===== config.mk =====
export PLATFORM = sky130hd
export DESIGN_NAME = sliding_window_max_sum_top
export DESIGN_NICKNAME = d
export VERILOG_FILES = /design/src/rtl/swms_pkg.sv /design/src/rtl/swms_cell.sv /design/src/rtl/swms_chain.sv /design/src/rtl/swms_acc.sv /design/src/rtl/sliding_window_max_sum_top.sv
export SDC_FILE = /design/constraint.sdc
export NUM_CORES = 2
export LEC_CHECK = 0
export ABC_AREA = 1
export BUFFER_PORTS_ARGS = -buffer_cell sky130_fd_sc_hd__buf_2
export CORE_AREA = 2 2 622 624
export CTS_BUF_LIST = sky130_fd_sc_hd__clkbuf_8
export DETAILED_ROUTE_END_ITERATION = 7
export DIE_AREA = 0 0 624 626
export PLACE_DENSITY = 0.7
export SYNTH_ARGS = -nofsm -noshare
export SYNTH_HDL_FRONTEND = slang
export SYNTH_SLANG_ARGS = --single-unit

===== constraint.sdc =====
create_clock -name clk -period 233.8 [get_ports clk]
set_clock_uncertainty 0.1 [all_clocks]
set_input_delay 11.69 -clock clk [delete_from_list [all_inputs] [get_ports clk]]
set_output_delay 11.69 -clock clk [all_outputs]
set_load 0.02 [all_outputs]

===== src/rtl/swms_pkg.sv =====
// ----------------------------------------------------------------------------
// swms_pkg: shared types and constants for the sliding window max-sum block
// Fixed field widths, output range limits and the control bundle that the
// top level hands to the accumulator.
// ----------------------------------------------------------------------------
package swms_pkg;

	// window length register width
	localparam int CFG_W = 9;

	// best_sum output width and its signed range
	localparam int OUT_W = 24;
	localparam logic signed [OUT_W-1:0] OUT_MAX = {1'b0, {(OUT_W-1){1'b1}}};
	localparam logic signed [OUT_W-1:0] OUT_MIN = {1'b1, {(OUT_W-1){1'b0}}};

	// per-cycle control for the accumulator
	typedef struct packed {
		logic take;   // an input item is accepted this cycle
		logic last;   // that item ends the stream
		logic clear;  // window length written: drop the stream under way
	} swms_ctrl_t;

endpackage


===== src/rtl/swms_cell.sv =====
// ----------------------------------------------------------------------------
// swms_cell: one stage of the sample delay row
// Holds one sample. On a shift it loads the new sample when it is the entry
// tap, else the value of its upper neighbor.
// ----------------------------------------------------------------------------
module swms_cell #(
	parameter int SAMPLE_BITS = 16,
	parameter int IDX_W       = 8,
	parameter int IDX         = 0
) (
	input  logic                   clk,
	input  logic                   shift,
	input  logic [IDX_W-1:0]       tap,
	input  logic [SAMPLE_BITS-1:0] new_sample,
	input  logic [SAMPLE_BITS-1:0] from_upper,
	output logic [SAMPLE_BITS-1:0] value
);

	logic [SAMPLE_BITS-1:0] value_q;
	logic                   is_entry;

	assign is_entry = (tap == IDX_W'(IDX));
	assign value    = value_q;

	// payload only, no reset
	always_ff @(posedge clk) begin
		if (shift) begin
			value_q <= is_entry ? new_sample : from_upper;
		end
	end

endmodule


===== src/rtl/swms_chain.sv =====
// ----------------------------------------------------------------------------
// swms_chain: row of sample cells forming the window delay line
// A sample enters at cell (len-1) and moves down one cell per accepted item,
// so once the window has filled, cell 0 holds the sample that leaves the window next.
// ----------------------------------------------------------------------------
module swms_chain #(
	parameter int SAMPLE_BITS = 16,
	parameter int MAX_WINDOW  = 256,
	parameter int IDX_W       = 8
) (
	input  logic                   clk,
	input  logic                   shift,
	input  logic [IDX_W-1:0]       tap,
	input  logic [SAMPLE_BITS-1:0] new_sample,
	output logic [SAMPLE_BITS-1:0] oldest
);

	logic [SAMPLE_BITS-1:0] cell_val [MAX_WINDOW];

	for (genvar i = 0; i < MAX_WINDOW; i++) begin : g_cell
		logic [SAMPLE_BITS-1:0] upper;

		if (i == MAX_WINDOW - 1) begin : g_top
			assign upper = new_sample;
		end else begin : g_mid
			assign upper = cell_val[i+1];
		end

		swms_cell #(
			.SAMPLE_BITS(SAMPLE_BITS),
			.IDX_W      (IDX_W),
			.IDX        (i)
		) u_cell (
			.clk       (clk),
			.shift     (shift),
			.tap       (tap),
			.new_sample(new_sample),
			.from_upper(upper),
			.value     (cell_val[i])
		);
	end

	assign oldest = cell_val[0];

endmodule


===== src/rtl/swms_acc.sv =====
// ----------------------------------------------------------------------------
// swms_acc: running window sum, best sum and result register
// One add, subtract and compare per item; the result sits in an output
// register until the receiver takes it.
// ----------------------------------------------------------------------------
module swms_acc #(
	parameter int SAMPLE_BITS = 16,
	parameter int MAX_WINDOW  = 256,
	parameter int LEN_W       = 9
) (
	input  logic                                 clk,
	input  logic                                 arst_n,
	input  swms_pkg::swms_ctrl_t                 ctrl,
	input  logic [LEN_W-1:0]                     len,
	input  logic [SAMPLE_BITS-1:0]               new_sample,
	input  logic [SAMPLE_BITS-1:0]               oldest,
	input  logic                                 out_ready,
	output logic                                 out_valid,
	output logic signed [swms_pkg::OUT_W-1:0]    best_sum,
	output logic                                 found
);

	import swms_pkg::*;

	// exact width of any window sum
	localparam int SUM_W = SAMPLE_BITS + $clog2(MAX_WINDOW);

	logic signed [SUM_W-1:0] sum_q;
	logic signed [SUM_W-1:0] best_q;
	logic [LEN_W-1:0]        fill_q;

	logic                    full;
	logic                    reach;
	logic [LEN_W-1:0]        fill_inc;
	logic signed [SUM_W-1:0] add_term;
	logic signed [SUM_W-1:0] sub_term;
	logic signed [SUM_W-1:0] sum_nx;
	logic signed [SUM_W-1:0] best_nx;
	logic signed [OUT_W-1:0] best_sat;

	logic                    res_valid_q;
	logic signed [OUT_W-1:0] res_sum_q;
	logic                    res_found_q;

	assign full     = (fill_q == len);
	assign fill_inc = fill_q + LEN_W'(1);
	assign reach    = !full && (fill_inc == len);

	assign add_term = SUM_W'($signed(new_sample));
	assign sub_term = full ? SUM_W'($signed(oldest)) : '0;
	assign sum_nx   = sum_q + add_term - sub_term;

	always_comb begin
		best_nx = best_q;
		if (reach) begin
			best_nx = sum_nx;
		end else if (full && (sum_nx > best_q)) begin
			best_nx = sum_nx;
		end
	end

	// clamp to the output range (only bites when SUM_W exceeds it)
	if (SUM_W <= OUT_W) begin : g_ext
		assign best_sat = OUT_W'(best_nx);
	end else begin : g_sat
		localparam logic signed [SUM_W-1:0] HI = SUM_W'(OUT_MAX);
		localparam logic signed [SUM_W-1:0] LO = SUM_W'(OUT_MIN);
		always_comb begin
			if (best_nx > HI) begin
				best_sat = OUT_MAX;
			end else if (best_nx < LO) begin
				best_sat = OUT_MIN;
			end else begin
				best_sat = OUT_W'(best_nx);
			end
		end
	end

	always_ff @(posedge clk or negedge arst_n) begin
		if (!arst_n) begin
			sum_q  <= '0;
			best_q <= '0;
			fill_q <= '0;
		end else if (ctrl.clear || (ctrl.take && ctrl.last)) begin
			sum_q  <= '0;
			best_q <= '0;
			fill_q <= '0;
		end else if (ctrl.take) begin
			sum_q  <= sum_nx;
			best_q <= best_nx;
			if (!full) begin
				fill_q <= fill_inc;
			end
		end
	end

	always_ff @(posedge clk or negedge arst_n) begin
		if (!arst_n) begin
			res_valid_q <= 1'b0;
		end else if (ctrl.take && ctrl.last) begin
			res_valid_q <= 1'b1;
		end else if (out_ready) begin
			res_valid_q <= 1'b0;
		end
	end

	always_ff @(posedge clk) begin
		if (ctrl.take && ctrl.last) begin
			res_found_q <= reach || full;
			res_sum_q   <= (reach || full) ? best_sat : '0;
		end
	end

	assign out_valid = res_valid_q;
	assign best_sum  = res_sum_q;
	assign found     = res_found_q;

endmodule


===== src/rtl/sliding_window_max_sum_top.sv =====
// ----------------------------------------------------------------------------
// sliding_window_max_sum_top: largest sum of window_len consecutive samples
// Streams signed samples, keeps the last window_len of them in a row of
// cells, and reports the best window sum when the last sample arrives.
// ----------------------------------------------------------------------------
// Usage:
//   Input channel (in_valid/in_ready, sample, last): one item per sample,
//   last marks the end of a stream. Up to one item per clock is taken.
//   Output channel (out_valid/out_ready, best_sum, found): one item per
//   stream, registered, valid the cycle after the last sample is taken.
//   found is low (and best_sum zero) when the stream was shorter than
//   the window.
//   Config: window_len is written when window_len_we is high; the user
//   must write it only while idle, the block itself does not enforce it.
//   Zero acts as 1, values above MAX_WINDOW act as MAX_WINDOW. A write
//   drops any partial stream. Throughput is one sample per clock except
//   while a last sample is held off (see Stall); per item the sum path does
//   one add, one subtract and one compare, and the delay row shifts once.
//   Stall: while a result waits on out_ready, non-last samples keep flowing;
//   a last sample is held off until the waiting result is taken.
//   Reset: window_len returns to 4 (clamped to MAX_WINDOW), stream state
//   clears. The delay row is not reset; it is only read once refilled.
// ----------------------------------------------------------------------------
module sliding_window_max_sum_top #(
	parameter int MAX_WINDOW  = 256,
	parameter int SAMPLE_BITS = 16
) (
	input  logic                                 clk,
	input  logic                                 arst_n,
	// config
	input  logic                                 window_len_we,
	input  logic [swms_pkg::CFG_W-1:0]           window_len,
	// sample stream
	input  logic                                 in_valid,
	output logic                                 in_ready,
	input  logic signed [SAMPLE_BITS-1:0]        sample,
	input  logic                                 last,
	// results
	output logic                                 out_valid,
	input  logic                                 out_ready,
	output logic signed [swms_pkg::OUT_W-1:0]    best_sum,
	output logic                                 found
);

	import swms_pkg::*;

	localparam int LEN_W = $clog2(MAX_WINDOW + 1);
	localparam int IDX_W = $clog2(MAX_WINDOW);
	// power-on window length, clamped for small MAX_WINDOW
	localparam int RST_LEN = (MAX_WINDOW < 4) ? MAX_WINDOW : 4;

	logic [LEN_W-1:0]       len_q;   // effective window length
	logic [IDX_W-1:0]       tap_q;   // entry cell, len - 1
	int                     eff_len;
	logic                   take;
	swms_ctrl_t             ctrl;
	logic [SAMPLE_BITS-1:0] oldest;

	// clamp the written length once, at the write
	always_comb begin
		eff_len = int'(window_len);
		if (eff_len == 0) begin
			eff_len = 1;
		end else if (eff_len > MAX_WINDOW) begin
			eff_len = MAX_WINDOW;
		end
	end

	always_ff @(posedge clk or negedge arst_n) begin
		if (!arst_n) begin
			len_q <= LEN_W'(RST_LEN);
			tap_q <= IDX_W'(RST_LEN - 1);
		end else if (window_len_we) begin
			len_q <= LEN_W'(eff_len);
			tap_q <= IDX_W'(eff_len - 1);
		end
	end

	// a last item needs the result register free (or being emptied)
	assign in_ready = !out_valid || out_ready || !last;
	assign take     = in_valid && in_ready;

	assign ctrl.take  = take;
	assign ctrl.last  = last;
	assign ctrl.clear = window_len_we;

	swms_chain #(
		.SAMPLE_BITS(SAMPLE_BITS),
		.MAX_WINDOW (MAX_WINDOW),
		.IDX_W      (IDX_W)
	) u_chain (
		.clk       (clk),
		.shift     (take),
		.tap       (tap_q),
		.new_sample(sample),
		.oldest    (oldest)
	);

	swms_acc #(
		.SAMPLE_BITS(SAMPLE_BITS),
		.MAX_WINDOW (MAX_WINDOW),
		.LEN_W      (LEN_W)
	) u_acc (
		.clk       (clk),
		.arst_n    (arst_n),
		.ctrl      (ctrl),
		.len       (len_q),
		.new_sample(sample),
		.oldest    (oldest),
		.out_ready (out_ready),
		.out_valid (out_valid),
		.best_sum  (best_sum),
		.found     (found)
	);

endmodule


==> flow_summary.json <==
{
  "status": "finished clean",
  "via_per_inst": 5.44,
  "die_y_um": 626,
  "clk_latency_ns": 1.22,
  "rsz0062_at_grt": "false",
  "fin_crit_ns": 23.90,
  "ys.flop_type": "edfxtp_1",
  "finalSetupViolations": 0,
  "die_x_um": 624,
  "synthCells": 14800,
  "crit_arrival_ns": 12.11,
  "r2r_slack_ns": 226.54,
  "grt_pass1_wl_um": 592000,
  "cts_buffer_depth": 4,
  "cts_tree": "built",
  "hold_ws_ns": 0.316,
  "critPathMaxFanout": 2,
  "r2r-end": "u_chain.g_cell[138].u_cell.value[5]",
  "slew_headroom_pct": 18.8,
  "gp_congestion": 0.803,
  "ys_ff_latch": 4196,
  "worstHoldStart": "u_chain.g_cell[6].u_cell.value[12]",
  "ioPinCount": 58,
  "layout-drive-gt1-share_pct": 7.02,
  "final_util_pct": 48.7,
  "grt_start_max_net_pins": 183,
  "fin_nets": 14500,
  "synthMuxAreaShare_pct": 0,
  "startpoint_type": "primary input",
  "tns_ns": 0,
  "rr_startpoint": "u_acc.out_valid",
  "multi_input_area_um2": 41000,
  "synthDistinctLibCells": 44,
  "ctsResizeCount": 0,
  "final.fill_count": 33100,
  "yosys.area_share.xor_xnor_pct": 0.168,
  "synth_simple_gate_area_share_pct": 10.7,
  "path_clk_slew_ns": 0.06,
  "wl_per_cell_um": 19.1,
  "antenna_found_initial": 12,
  "cts_sinks": 4196,
  "synth_edf_count": 4121,
  "die_area_um2": 391000,
  "synth-compound-area-share_pct": 12.2,
  "htree_num_levels": 6,
  "required_ns": 222.01,
  "reg2reg_depth": 9,
  "grt.total_usage_pct": 19.0,
  "async_reset_ff_share_pct": 1.79,
  "core_area_um2": 384000,
  "place_hpwl_um": 203000,
  "start_util_pct": 44.8,
  "vdd_ir_drop_max_mv": 0.00641,
  "synth_top_family_by_area": "compound AO/OA/AOI/OAI gates",
  "synth_nets": 14900,
  "fmax_mhz": 41.8,
  "grt_pass1_vias": 101000,
  "firstDrtPassIters": 6,
  "hold_violations": 0,
  "cts_inserted_buffers": 662,
  "io_buffers": 57,
  "syn2layout_area_growth_pct": 8.67,
  "crit_path_end_kind": "output port",
  "syn_area_per_cell_um2": 11.6,
  "path_class": "primary input to output port",
  "vias": 109000,
  "root_buffer": "clkbuf_8",
  "grt_overflow": 0,
  "synth_area_um2": 172000,
  "seq_area_um2": 126000,
  "rows": 228,
  "drtIter0Drc": 12100,
  "leakage_nw": 73.1,
  "hold_class": "flop to flop",
  "power_density_nw_per_um2": 8.71,
  "tightest_slew_ns": 1.22,
  "seq_area_frac_synth_pct": 73.0,
  "maxCapViolCount": 0,
  "hold_buffers": 0,
  "wl_um": 382000,
  "drv_slew": 0,
  "drc": 0,
  "finalCritPeriodShare_pct": 10.2,
  "synth_fa_ha_area_share_pct": 0.638,
  "hold_path_end": "u_chain.g_cell[5].u_cell.value[12]",
  "ant_nets": 0,
  "cts_setup_buffers": 0,
  "hold_path_depth": 2,
  "synth.yosys.warnings": 0
}
[logic make-up (layout without fill, tap and decap cells)]
kind of cell | count (synthesis) | after routing
AO/OA/AOI/OAI | 4182 | 4182
buffers and inverters | 1493 | 1560
other | 0 | 8
flip-flops | 4196 | 4196
AND/OR/NAND/NOR | 4845 | 4845
XOR/XNOR | 33 | 33
adder cells (fa/ha/maj) | 74 | 74
[state kept, by name (all words and copies together) (netlist names)]
register,count
u_acc.best_sum,24
u_chain.g_cell.u_cell.value,4096
tap_q,8
len_q,9
u_acc.sum_q,24
u_acc.out_valid,1
u_acc.found,1
u_acc.best_q,24
u_acc.fill_q,9
[power breakdown]
group / total (mW) / internal, mW / switching [mW] / leakage [nW]
registers: 0.911 / 0.894 / 0.0166 / 41.0
logic: 0.147 / 0.0415 / 0.106 / 25.2
clock network: 0.572 / 0.280 / 0.291 / 6.88
[layout make-up]
type                            instances  share of cell area (%)
Timing Repair Buffer                  183                   0.746
Antenna cell                            8                  0.0107
Inverter                              225                   0.520
Multi-Input combinational cell       9134                    21.9
Sequential cell                      4196                    67.1
Clock inverter                        473                    1.30
Tap cell                             5060                    3.38
Clock buffer                          679                    4.99
[placed cells by master, fill, tap and decap left out, drive strengths merged, types with 7 or more instances in the layout]
cell	netlist	routed
bufinv	0	9
diode	0	8
nand4	8	8
buf	40	183
nand2	4588	4588
clkinv	0	186
a21oi	46	46
fa	23	23
nand3	75	75
xnor2	7	7
nor2	152	152
o22ai	25	25
inv	225	490
clkinvlp	0	13
o21ai	4096	4096
or2	7	7
dfrtp	72	72
ha	51	51
edfxtp	4121	4121
clkbuf	1228	679
xor2	26	26
[synthesized netlist by cell type (2+ instances only)]
master	count	area, um2
fa_1	23	460
nor3_1	6	30.0
o21bai_1	3	22.5
buf_8	2	30.0
dfstp_2	3	78.8
nand2_1	4565	17100
clkbuf_1	1228	4610
nand2_2	21	131
a21oi_1	46	230
o31ai_1	2	15.0
a21o_1	3	22.5
nor2_1	149	559
nor4_1	2	12.5
ha_1	51	638
edfxtp_1	4121	124000
o21ai_0	4095	20500
o22ai_1	25	156
buf_4	15	113
dfrtp_1	72	1800
nand2_4	2	22.5
a31oi_1	2	12.5
buf_2	21	105
nand4_1	7	43.8
or2_2	6	37.5
nand3b_1	5	37.5
nor2_2	2	12.5
o21a_1	3	22.5
nand3_1	73	365
xnor2_1	7	61.3
inv_1	224	841
xor2_1	26	228
[metal layers]
layer	up-vias	track usage, %	wire length [um]
li1	51300	-	-
met1	52800	27.4	167000
met2	3846	29.4	172000
met3	643	3.36	31100
met4	4	6.22	11200
met5	-	0	21
[worst max-delay path: stages]
cell and delay [ns]:
buf_2 0.10, inv_1 0.06, nand3_1 0.09, buf_2 0.17
[metrics by stage]
stage	total power [mW]	instance area, um2	instances	setup WS, ns
after floorplan	1.19	172000	14800	126.87
after global placement	1.07	175000	18800	209.86
after detailed placement	1.07	175000	18800	209.90
after CTS	1.64	187000	20000	209.90
after global routing	1.70	187000	20000	209.85
final	1.63	187000	20000	209.90
[worst max-delay path by stage]
stage               cells after the start         endpoint  startpoint
floorplan                              10  u_acc.fill_q[3]   out_ready
finish                                  4         in_ready   out_ready
global placement                        4         in_ready   out_ready
global route                            4         in_ready   out_ready
CTS                                     4         in_ready   out_ready
detailed placement                      4         in_ready   out_ready
Power figures use the tool's default switching activity.
